## src/rtl/square_matrix_multiply_top_assert.svh

```systemverilog
// Assertion macros for the square matrix multiply RTL.
`ifndef SQUARE_MATRIX_MULTIPLY_TOP_ASSERT_SVH
`define SQUARE_MATRIX_MULTIPLY_TOP_ASSERT_SVH

`ifndef NO_ASSERTIONS
// checked only out of reset
`define SQMM_ASSERT(lbl, prop, msg) \
  lbl: assert property (@(posedge clk) disable iff (!rst_n) prop) else $error(msg);
// checked at every edge, reset included
`define SQMM_ASSERT_ALWAYS(lbl, prop, msg) \
  lbl: assert property (@(posedge clk) prop) else $error(msg);
`else
`define SQMM_ASSERT(lbl, prop, msg)
`define SQMM_ASSERT_ALWAYS(lbl, prop, msg)
`endif

`endif

```

## src/rtl/sqmm_pkg.sv

```systemverilog
`default_nettype none
package sqmm_pkg;

  localparam int MAX_ORDER_DEF = 4;
  localparam int DATA_W        = 32;
  localparam int PROD_W        = 64;
  localparam int FRAC_W        = 16;
  localparam int SIZE_W        = 3;
  localparam logic [SIZE_W-1:0] SIZE_RST = 3'd4;

  typedef struct packed {
    logic signed [DATA_W-1:0] left_element;
    logic signed [DATA_W-1:0] right_element;
  } in_word_t;

  typedef struct packed {
    logic signed [DATA_W-1:0] product_element;
    logic                     last_element;
  } out_word_t;

  // travels with each multiply through the datapath
  typedef struct packed {
    logic first_k;
    logic last_k;
    logic last_elem;
  } pipe_tag_t;

  typedef struct packed {
    logic      wr_en;
    logic      rd_en;
    pipe_tag_t tag;
  } dp_cmd_t;

  typedef struct packed {
    logic pipe_busy;
  } dp_sts_t;

  typedef enum logic [1:0] {
    ST_LOAD,
    ST_RUN,
    ST_DRAIN
  } ctrl_state_t;

endpackage
`default_nettype wire

```

## src/rtl/sqmm_datapath.sv

```systemverilog
`default_nettype none
module sqmm_datapath #(
  parameter int MAX_ORDER = sqmm_pkg::MAX_ORDER_DEF,
  localparam int DEPTH = MAX_ORDER * MAX_ORDER,
  localparam int AW = (DEPTH > 1) ? $clog2(DEPTH) : 1
) (
  input  wire logic              clk,
  input  wire logic              rst_n,
  input  wire sqmm_pkg::dp_cmd_t cmd,
  input  wire logic [AW-1:0]     wr_addr,
  input  wire logic [AW-1:0]     rd_a_addr,
  input  wire logic [AW-1:0]     rd_b_addr,
  input  wire sqmm_pkg::in_word_t in_data,
  output sqmm_pkg::dp_sts_t      sts,
  output logic                   out_strobe,
  output sqmm_pkg::out_word_t    out_data
);
  import sqmm_pkg::*;

  localparam int SW = PROD_W + ((MAX_ORDER > 1) ? $clog2(MAX_ORDER) : 0);

  logic signed [DATA_W-1:0] left_mem  [DEPTH];
  logic signed [DATA_W-1:0] right_mem [DEPTH];

  logic signed [DATA_W-1:0] a_rd_r, b_rd_r;
  pipe_tag_t                tag1_r, tag2_r;
  logic                     v1_r, v2_r;
  logic signed [PROD_W-1:0] prod_r;
  logic signed [SW-1:0]     acc_r;
  logic signed [SW-1:0]     sum_nxt;
  logic signed [SW-1:0]     shifted;
  logic [SW-32:0]           hi_bits;
  logic signed [DATA_W-1:0] sat_val;
  logic                     out_strobe_r;
  out_word_t                out_data_r;

  always_ff @(posedge clk) begin
    if (cmd.wr_en) begin
      left_mem[wr_addr]  <= in_data.left_element;
      right_mem[wr_addr] <= in_data.right_element;
    end
    a_rd_r <= left_mem[rd_a_addr];
    b_rd_r <= right_mem[rd_b_addr];
    tag1_r <= cmd.tag;
    prod_r <= PROD_W'(a_rd_r) * PROD_W'(b_rd_r);
    tag2_r <= tag1_r;
    if (v2_r) begin
      acc_r <= sum_nxt;
    end
    if (v2_r && tag2_r.last_k) begin
      out_data_r.product_element <= sat_val;
      out_data_r.last_element    <= tag2_r.last_elem;
    end
  end

  always_ff @(posedge clk) begin
    if (!rst_n) begin
      v1_r         <= 1'b0;
      v2_r         <= 1'b0;
      out_strobe_r <= 1'b0;
    end else begin
      v1_r         <= cmd.rd_en;
      v2_r         <= v1_r;
      out_strobe_r <= v2_r && tag2_r.last_k;
    end
  end

  // full-precision sum, floor shift, then clamp to 32 bits
  always_comb begin
    sum_nxt = tag2_r.first_k ? SW'(prod_r) : SW'(acc_r + SW'(prod_r));
    shifted = sum_nxt >>> FRAC_W;
    hi_bits = shifted[SW-1:DATA_W-1];
    if ((&hi_bits) || !(|hi_bits)) begin
      sat_val = shifted[DATA_W-1:0];
    end else if (hi_bits[SW-32]) begin
      sat_val = {1'b1, {(DATA_W-1){1'b0}}};
    end else begin
      sat_val = {1'b0, {(DATA_W-1){1'b1}}};
    end
  end

  assign sts.pipe_busy = v1_r || v2_r;
  assign out_strobe    = out_strobe_r;
  assign out_data      = out_data_r;

endmodule
`default_nettype wire

```

## src/rtl/sqmm_ctrl.sv

```systemverilog
`default_nettype none
`include "square_matrix_multiply_top_assert.svh"
module sqmm_ctrl #(
  parameter int MAX_ORDER = sqmm_pkg::MAX_ORDER_DEF,
  localparam int DEPTH = MAX_ORDER * MAX_ORDER,
  localparam int AW = (DEPTH > 1) ? $clog2(DEPTH) : 1
) (
  input  wire logic                        clk,
  input  wire logic                        rst_n,
  input  wire logic                        start,
  output logic                             busy,
  input  wire logic                        cfg_valid,
  output logic                             cfg_ready,
  input  wire logic [sqmm_pkg::SIZE_W-1:0] cfg_data,
  input  wire sqmm_pkg::dp_sts_t           sts,
  output sqmm_pkg::dp_cmd_t                cmd,
  output logic [AW-1:0]                    wr_addr,
  output logic [AW-1:0]                    rd_a_addr,
  output logic [AW-1:0]                    rd_b_addr
);
  import sqmm_pkg::*;

  localparam int OW = $clog2(MAX_ORDER + 1);
  localparam int CW = $clog2(DEPTH + 1);
  localparam int IW = (MAX_ORDER > 1) ? $clog2(MAX_ORDER) : 1;

  ctrl_state_t       state_r, state_nxt;
  logic [SIZE_W-1:0] size_r, size_nxt;
  logic [CW-1:0]     load_cnt_r, load_cnt_nxt;
  logic [IW-1:0]     i_r, i_nxt, j_r, j_nxt, k_r, k_nxt;
  logic [AW-1:0]     a_addr_r, a_addr_nxt, b_addr_r, b_addr_nxt, b_base_r, b_base_nxt;
  logic [OW-1:0]     ord;
  logic [IW-1:0]     ord_m1;
  logic [CW-1:0]     total;
  logic              accept, cfg_fire;

  // order n: zero reads as one, above the maximum saturates
  always_comb begin
    if (size_r == '0) begin
      ord = OW'(1);
    end else if (int'(size_r) > MAX_ORDER) begin
      ord = OW'(MAX_ORDER);
    end else begin
      ord = OW'(size_r);
    end
    ord_m1 = IW'(ord - OW'(1));
    total  = CW'(CW'(ord) * CW'(ord));
  end

  assign busy      = (state_r != ST_LOAD);
  // a size write never lands on the same edge as a load word
  assign cfg_ready = !busy && !start;
  assign accept    = start && !busy;
  assign cfg_fire  = cfg_valid && cfg_ready;

  always_ff @(posedge clk) begin
    if (!rst_n) begin
      state_r    <= ST_LOAD;
      size_r     <= SIZE_RST;
      load_cnt_r <= '0;
    end else begin
      state_r    <= state_nxt;
      size_r     <= size_nxt;
      load_cnt_r <= load_cnt_nxt;
    end
  end

  always_ff @(posedge clk) begin
    i_r      <= i_nxt;
    j_r      <= j_nxt;
    k_r      <= k_nxt;
    a_addr_r <= a_addr_nxt;
    b_addr_r <= b_addr_nxt;
    b_base_r <= b_base_nxt;
  end

  always_comb begin
    state_nxt    = state_r;
    size_nxt     = size_r;
    load_cnt_nxt = load_cnt_r;
    i_nxt        = i_r;
    j_nxt        = j_r;
    k_nxt        = k_r;
    a_addr_nxt   = a_addr_r;
    b_addr_nxt   = b_addr_r;
    b_base_nxt   = b_base_r;
    cmd.wr_en    = 1'b0;
    cmd.rd_en    = 1'b0;
    cmd.tag.first_k   = (k_r == '0);
    cmd.tag.last_k    = (k_r == ord_m1);
    cmd.tag.last_elem = (i_r == ord_m1) && (j_r == ord_m1);

    unique case (state_r)
      ST_LOAD: begin
        if (accept) begin
          cmd.wr_en = 1'b1;
          if (load_cnt_r == CW'(total - CW'(1))) begin
            load_cnt_nxt = '0;
            state_nxt    = ST_RUN;
            i_nxt        = '0;
            j_nxt        = '0;
            k_nxt        = '0;
            a_addr_nxt   = '0;
            b_addr_nxt   = '0;
            b_base_nxt   = '0;
          end else begin
            load_cnt_nxt = CW'(load_cnt_r + CW'(1));
          end
        end
      end
      ST_RUN: begin
        // a index k*n+j, b index i*n+k, kept as running sums
        cmd.rd_en = 1'b1;
        if (k_r != ord_m1) begin
          k_nxt      = IW'(k_r + IW'(1));
          a_addr_nxt = AW'(a_addr_r + AW'(ord));
          b_addr_nxt = AW'(b_addr_r + AW'(1));
        end else begin
          k_nxt = '0;
          if (j_r != ord_m1) begin
            j_nxt      = IW'(j_r + IW'(1));
            a_addr_nxt = AW'(AW'(j_r) + AW'(1));
            b_addr_nxt = b_base_r;
          end else begin
            j_nxt      = '0;
            a_addr_nxt = '0;
            if (i_r != ord_m1) begin
              i_nxt      = IW'(i_r + IW'(1));
              b_base_nxt = AW'(b_base_r + AW'(ord));
              b_addr_nxt = AW'(b_base_r + AW'(ord));
            end else begin
              state_nxt = ST_DRAIN;
            end
          end
        end
      end
      ST_DRAIN: begin
        if (!sts.pipe_busy) begin
          state_nxt = ST_LOAD;
        end
      end
      default: begin
        state_nxt = ST_LOAD;
      end
    endcase

    // a size write restarts loading at element 0
    if (cfg_fire) begin
      size_nxt     = cfg_data;
      load_cnt_nxt = '0;
    end
  end

  assign wr_addr   = load_cnt_r[AW-1:0];
  assign rd_a_addr = a_addr_r;
  assign rd_b_addr = b_addr_r;

  `SQMM_ASSERT(a_load_in_range, (state_r == ST_LOAD) |-> (load_cnt_r < total), "load count past matrix size")
  `SQMM_ASSERT(a_idx_in_range, (state_r == ST_RUN) |-> ((i_r <= ord_m1) && (j_r <= ord_m1) && (k_r <= ord_m1)), "compute index past order")
  `SQMM_ASSERT(a_full_starts_run, (accept && !cfg_fire && (load_cnt_r == CW'(total - CW'(1)))) |=> (state_r == ST_RUN), "full matrix did not start compute")
  `SQMM_ASSERT_ALWAYS(a_reset_to_load, !rst_n |=> (state_r == ST_LOAD), "reset did not return to load")

endmodule
`default_nettype wire

```

## src/rtl/square_matrix_multiply_top.sv

```systemverilog
`default_nettype none
// Square matrix multiplier, signed Q16.16, order n = 1..MAX_ORDER set by the size
// register (0 acts as 1, values above MAX_ORDER saturate; a write restarts loading).
// The size register takes a write only while busy and start are both low.
// Each start with busy low loads one word holding one element of each matrix,
// column-major, one cycle per word. The word that completes the n*n load raises busy,
// and the single 32x32 multiplier with its accumulator then sums n products for each
// of the n*n results, one product per cycle, with busy held through the last strobe.
// Results come out in index order, each on out_data for exactly one cycle under
// out_strobe, the last one flagged; there is no backpressure, so the receiver must
// take every strobed word. Sums are exact, floored by 2^16 and saturated to 32 bits.
module square_matrix_multiply_top #(
  parameter int MAX_ORDER = sqmm_pkg::MAX_ORDER_DEF
) (
  input  wire logic                        clk,
  input  wire logic                        rst_n,
  input  wire logic                        start,
  output logic                             busy,
  input  wire sqmm_pkg::in_word_t          in_data,
  output logic                             out_strobe,
  output sqmm_pkg::out_word_t              out_data,
  input  wire logic                        cfg_valid,
  output logic                             cfg_ready,
  input  wire logic [sqmm_pkg::SIZE_W-1:0] cfg_data
);
  import sqmm_pkg::*;

  localparam int DEPTH = MAX_ORDER * MAX_ORDER;
  localparam int AW = (DEPTH > 1) ? $clog2(DEPTH) : 1;

  dp_cmd_t       cmd;
  dp_sts_t       sts;
  logic [AW-1:0] wr_addr, rd_a_addr, rd_b_addr;

  sqmm_ctrl #(
    .MAX_ORDER(MAX_ORDER)
  ) u_ctrl (
    .clk       (clk),
    .rst_n     (rst_n),
    .start     (start),
    .busy      (busy),
    .cfg_valid (cfg_valid),
    .cfg_ready (cfg_ready),
    .cfg_data  (cfg_data),
    .sts       (sts),
    .cmd       (cmd),
    .wr_addr   (wr_addr),
    .rd_a_addr (rd_a_addr),
    .rd_b_addr (rd_b_addr)
  );

  sqmm_datapath #(
    .MAX_ORDER(MAX_ORDER)
  ) u_datapath (
    .clk        (clk),
    .rst_n      (rst_n),
    .cmd        (cmd),
    .wr_addr    (wr_addr),
    .rd_a_addr  (rd_a_addr),
    .rd_b_addr  (rd_b_addr),
    .in_data    (in_data),
    .sts        (sts),
    .out_strobe (out_strobe),
    .out_data   (out_data)
  );

endmodule
`default_nettype wire

```

## config.mk

```make
export PLATFORM = sky130hd
export DESIGN_NAME = square_matrix_multiply_top
export DESIGN_NICKNAME = d
export VERILOG_FILES = /design/src/rtl/sqmm_pkg.sv /design/src/rtl/sqmm_datapath.sv /design/src/rtl/sqmm_ctrl.sv /design/src/rtl/square_matrix_multiply_top.sv
export VERILOG_INCLUDE_DIRS = /design/src /design/src/rtl
export SDC_FILE = /design/constraint.sdc
export NUM_CORES = 2
export LEC_CHECK = 0
export ABC_AREA = 1
export BUFFER_PORTS_ARGS = -buffer_cell sky130_fd_sc_hd__buf_2
export CAP_MARGIN = 20
export CORE_UTILIZATION = 40
export CTS_CLUSTER_SIZE = 20
export DETAILED_ROUTE_END_ITERATION = 8
export PLACE_DENSITY = 0.65
export SYNTH_ARGS = -nofsm -noshare
export SYNTH_HDL_FRONTEND = slang
export SYNTH_SLANG_ARGS = --single-unit
```

## constraint.sdc

```tcl
create_clock -name clk -period 20.4 [get_ports clk]
set_input_delay 2.04 -clock clk [delete_from_list [all_inputs] [get_ports clk]]
set_output_delay 2.04 -clock clk [all_outputs]
set_load 0.01 [all_outputs]
```

==> impl_metrics.toml <==
[drt]
firstDrtPassIters = 7
ant_nets = 0
drc = 0
num_vias = 63750
wl_mm = 246.9
viasPerCell = 5.135
wire_per_inst_um = 19.89
drt_iter0_drc = 5539

[flow_run]
cap_viol_max_count = 0

[synthesis]
synth.distinct_cells = 50
syn_nets = 10740
synth.avg_cell_area_um2 = 9.818
synth_async_sr_flop_share_pct = 0
syn_area_um2 = 91480
ys_ff_latch = 1288
synth_flop_cell = "edfxtp_1"
yosysWarnings = 0
synth_edf_count = 1141
seq_area_frac_synth_pct = 40.67
synthCells = 9318

[clocking]
cts_buffer_depth = 3
cts_root_buffer = "clkbuf_16"
cts_max_level = 4
cts_resized = 0
clk_pin_slew_worst_paths_ps = 60
numCtsBuffers = 138
cts_tree = "built"
cts.sinks = 1288
clk_latency_ps = 800
cts_setup_buffers = 0
hold_buffers = 0

[worst_setup_path]
endpoint_kind = "register"
setup.worst_path.class = "register to register"
worstPathMaxFanout = 32
worst_path_most_repeated_cell = "fa_1"
cp-start-kind = "register"
worstPathRequired_ps = 21090
arrival_ps = 9280
r2r-start = "u_datapath.a_rd_r[20]$_DFF_P_"
reg2reg_to = "u_datapath.prod_r[46]$_DFF_P_"
crit_path_max_incr_delay_ps = 920
crit_start = "u_datapath.a_rd_r[20]$_DFF_P_"
crit_slowest_cell = "nor4_1"
crit_end = "u_datapath.prod_r[46]$_DFF_P_"
r2r_cells = 28
r2r_setup_slack_ps = 11810

[sta]
relSlewSlack_pct = 18.08
rsz0062_at_grt = "no"
setup_tns_ps = 0
period_share_pct = 42.09
setup_viol = 0
hold_viol = 0
fmaxAchievable_ghz = 0.1165
worst_pin_slew_ps = 1218
worst_clock_skew_ps = 83.02
fin_ws_ps = 11810
period_needed_ps = 8586
drv_slew = 0

[cells_and_area]
nNetsFinal = 10710
final_cell_mix = "nand2_1, inv_1, edfxtp_1, fa_1, o21ai_0"
mostFrequentLayoutCell = "nand2_1"
postLayoutCellArea_um2 = 100100
stdcell_count = 12420
drive_gt1_share_pct = 6.001
fill_cells = 21310
area_delta_synth_final_pct = 9.396

[placement]
gp_congestion = 0.9347
post-place-ws_ps = 12120
port_buffers = 106
detailed_place.area_um2 = 95320
dp_cells = 12150
dp_hpwl_mm = 167.3

[worst_hold_path]
hold_path_class = "register to register"
hold_depth = 0

[die]
start_util_pct = 40.25
fp-row-count = 175
core-area_um2 = 227300
die_area_um2 = 230600
die_h_um = 480.2
io_pins = 107
die_w_um = 480.2

[grt]
overflow = 0
grt_util_all_layers_pct = 21.57
first_global_vias = 66440
grt_max_degree = 200
antenna_found_initial = 33
grt_pass1_wl_mm = 384.9

[outcome]
status = "completed"
synthesized netlist by cell type (21+ instances only):
cell type	count	area share, %
o211ai_1	136	1.1
clkbuf_1	364	1.5
dfxtp_1	147	3.2
nand4_1	45	0.31
ha_1	265	3.6
a221oi_1	34	0.33
mux2i_1	128	1.4
xnor2_1	46	0.44
xor2_1	58	0.56
nor2_1	370	1.5
a31oi_1	22	0.15
nor2_2	21	0.14
edfxtp_1	1141	37
buf_1	25	0.10
nand2_1	2177	8.9
inv_1	2043	8.4
fa_1	1085	24
o221ai_1	29	0.28
a21oi_1	346	1.9
or2_2	41	0.28
o22ai_1	36	0.25
nand3_1	219	1.2
o21ai_0	408	2.2
sequential cells by signal, indices dropped and copies added (netlist names), 3 cells and up:
name and count:
u_datapath.acc_r 66, u_ctrl.rd_b_addr 4, u_ctrl.rd_a_addr 4, u_datapath.b_rd_r 32
u_ctrl.size_r 3, u_datapath.tag2_r 3, u_datapath.left_mem 512, u_ctrl.load_cnt_r 5
u_datapath.out_data 33, u_datapath.prod_r 64, u_datapath.right_mem 512, u_datapath.a_rd_r 32
u_datapath.tag1_r 3, u_ctrl.b_base_r 4
layer usage:
layer,track usage [%],share of wire (%),vias up
li1,-,-,28950
met1,28.91,42,31620
met2,35.44,47,2584
met3,4.328,8.7,553
met4,6.090,2.7,46
met5,0,0.11,-
kinds of logic (layout without fill, tap and decap cells):
logic type / Yosys count / after routing / synth area share (%)
buffers and inverters: 2463 / 2544 / 10.17
AOI/OAI and AO/OA: 1050 / 1050 / 6.558
adders and majority gates: 1350 / 1350 / 27.37
and+or+nand+nor: 2935 / 2935 / 12.84
xor gates and xnor gates: 104 / 104 / 0.9957
other: 0 / 8 / 0
DFF: 1288 / 1288 / 40.67
muxes: 128 / 128 / 1.401
critical path, delay by kind of cell, from the launching register on:
family	cells	cell delay [ps]
XOR/XNOR	1	210
buffers and inverters	6	720
AO/OA/AOI/OAI	3	760
AND/OR/NAND/NOR	9	1850
flip-flops	1	320
adder cells (fa/ha/maj)	9	4560
cell type report:
cell class / instances / area, um2 / area share [%]
Sequential cell: 1288 / 37210 / 37.18
Multi-Input combinational cell: 5567 / 45100 / 45.07
Antenna cell: 8 / 20.02 / 0.02000
Tap cell: 3009 / 3765 / 3.762
Clock inverter: 80 / 1026 / 1.025
Inverter: 2059 / 7736 / 7.730
Timing Repair Buffer: 230 / 1534 / 1.533
Clock buffer: 175 / 3684 / 3.681
through the flow:
| step | util, % | hold WS (ps) |
|---|---|---|
| 6_report | 44.03 | 343.7 |
| 5_1_grt | 44.03 | 355.8 |
| 4_1_cts | 44.01 | 342.8 |
| 3_5_place_dp | 41.94 | 334.0 |
| 3_3_place_gp | 41.92 | 312.1 |
| 2_1_floorplan | - | 309.6 |
how the worst min path moves through the flow:
stage               slack, ps                    startpoint                           end
floorplan                 310  u_datapath.tag1_r[0]$_DFF_P_  u_datapath.tag2_r[0]$_DFF_P_
global placement          310  u_datapath.tag1_r[1]$_DFF_P_  u_datapath.tag2_r[1]$_DFF_P_
detailed placement        330  u_datapath.tag1_r[1]$_DFF_P_  u_datapath.tag2_r[1]$_DFF_P_
CTS                       340  u_datapath.tag1_r[2]$_DFF_P_  u_datapath.tag2_r[2]$_DFF_P_
global route              360  u_datapath.tag1_r[2]$_DFF_P_  u_datapath.tag2_r[2]$_DFF_P_
finish                    340  u_datapath.tag1_r[1]$_DFF_P_  u_datapath.tag2_r[1]$_DFF_P_
Power is left out: the tool's default activity adds up to more than one toggle a clock period on the data nets, which glitch-free logic cannot reach.
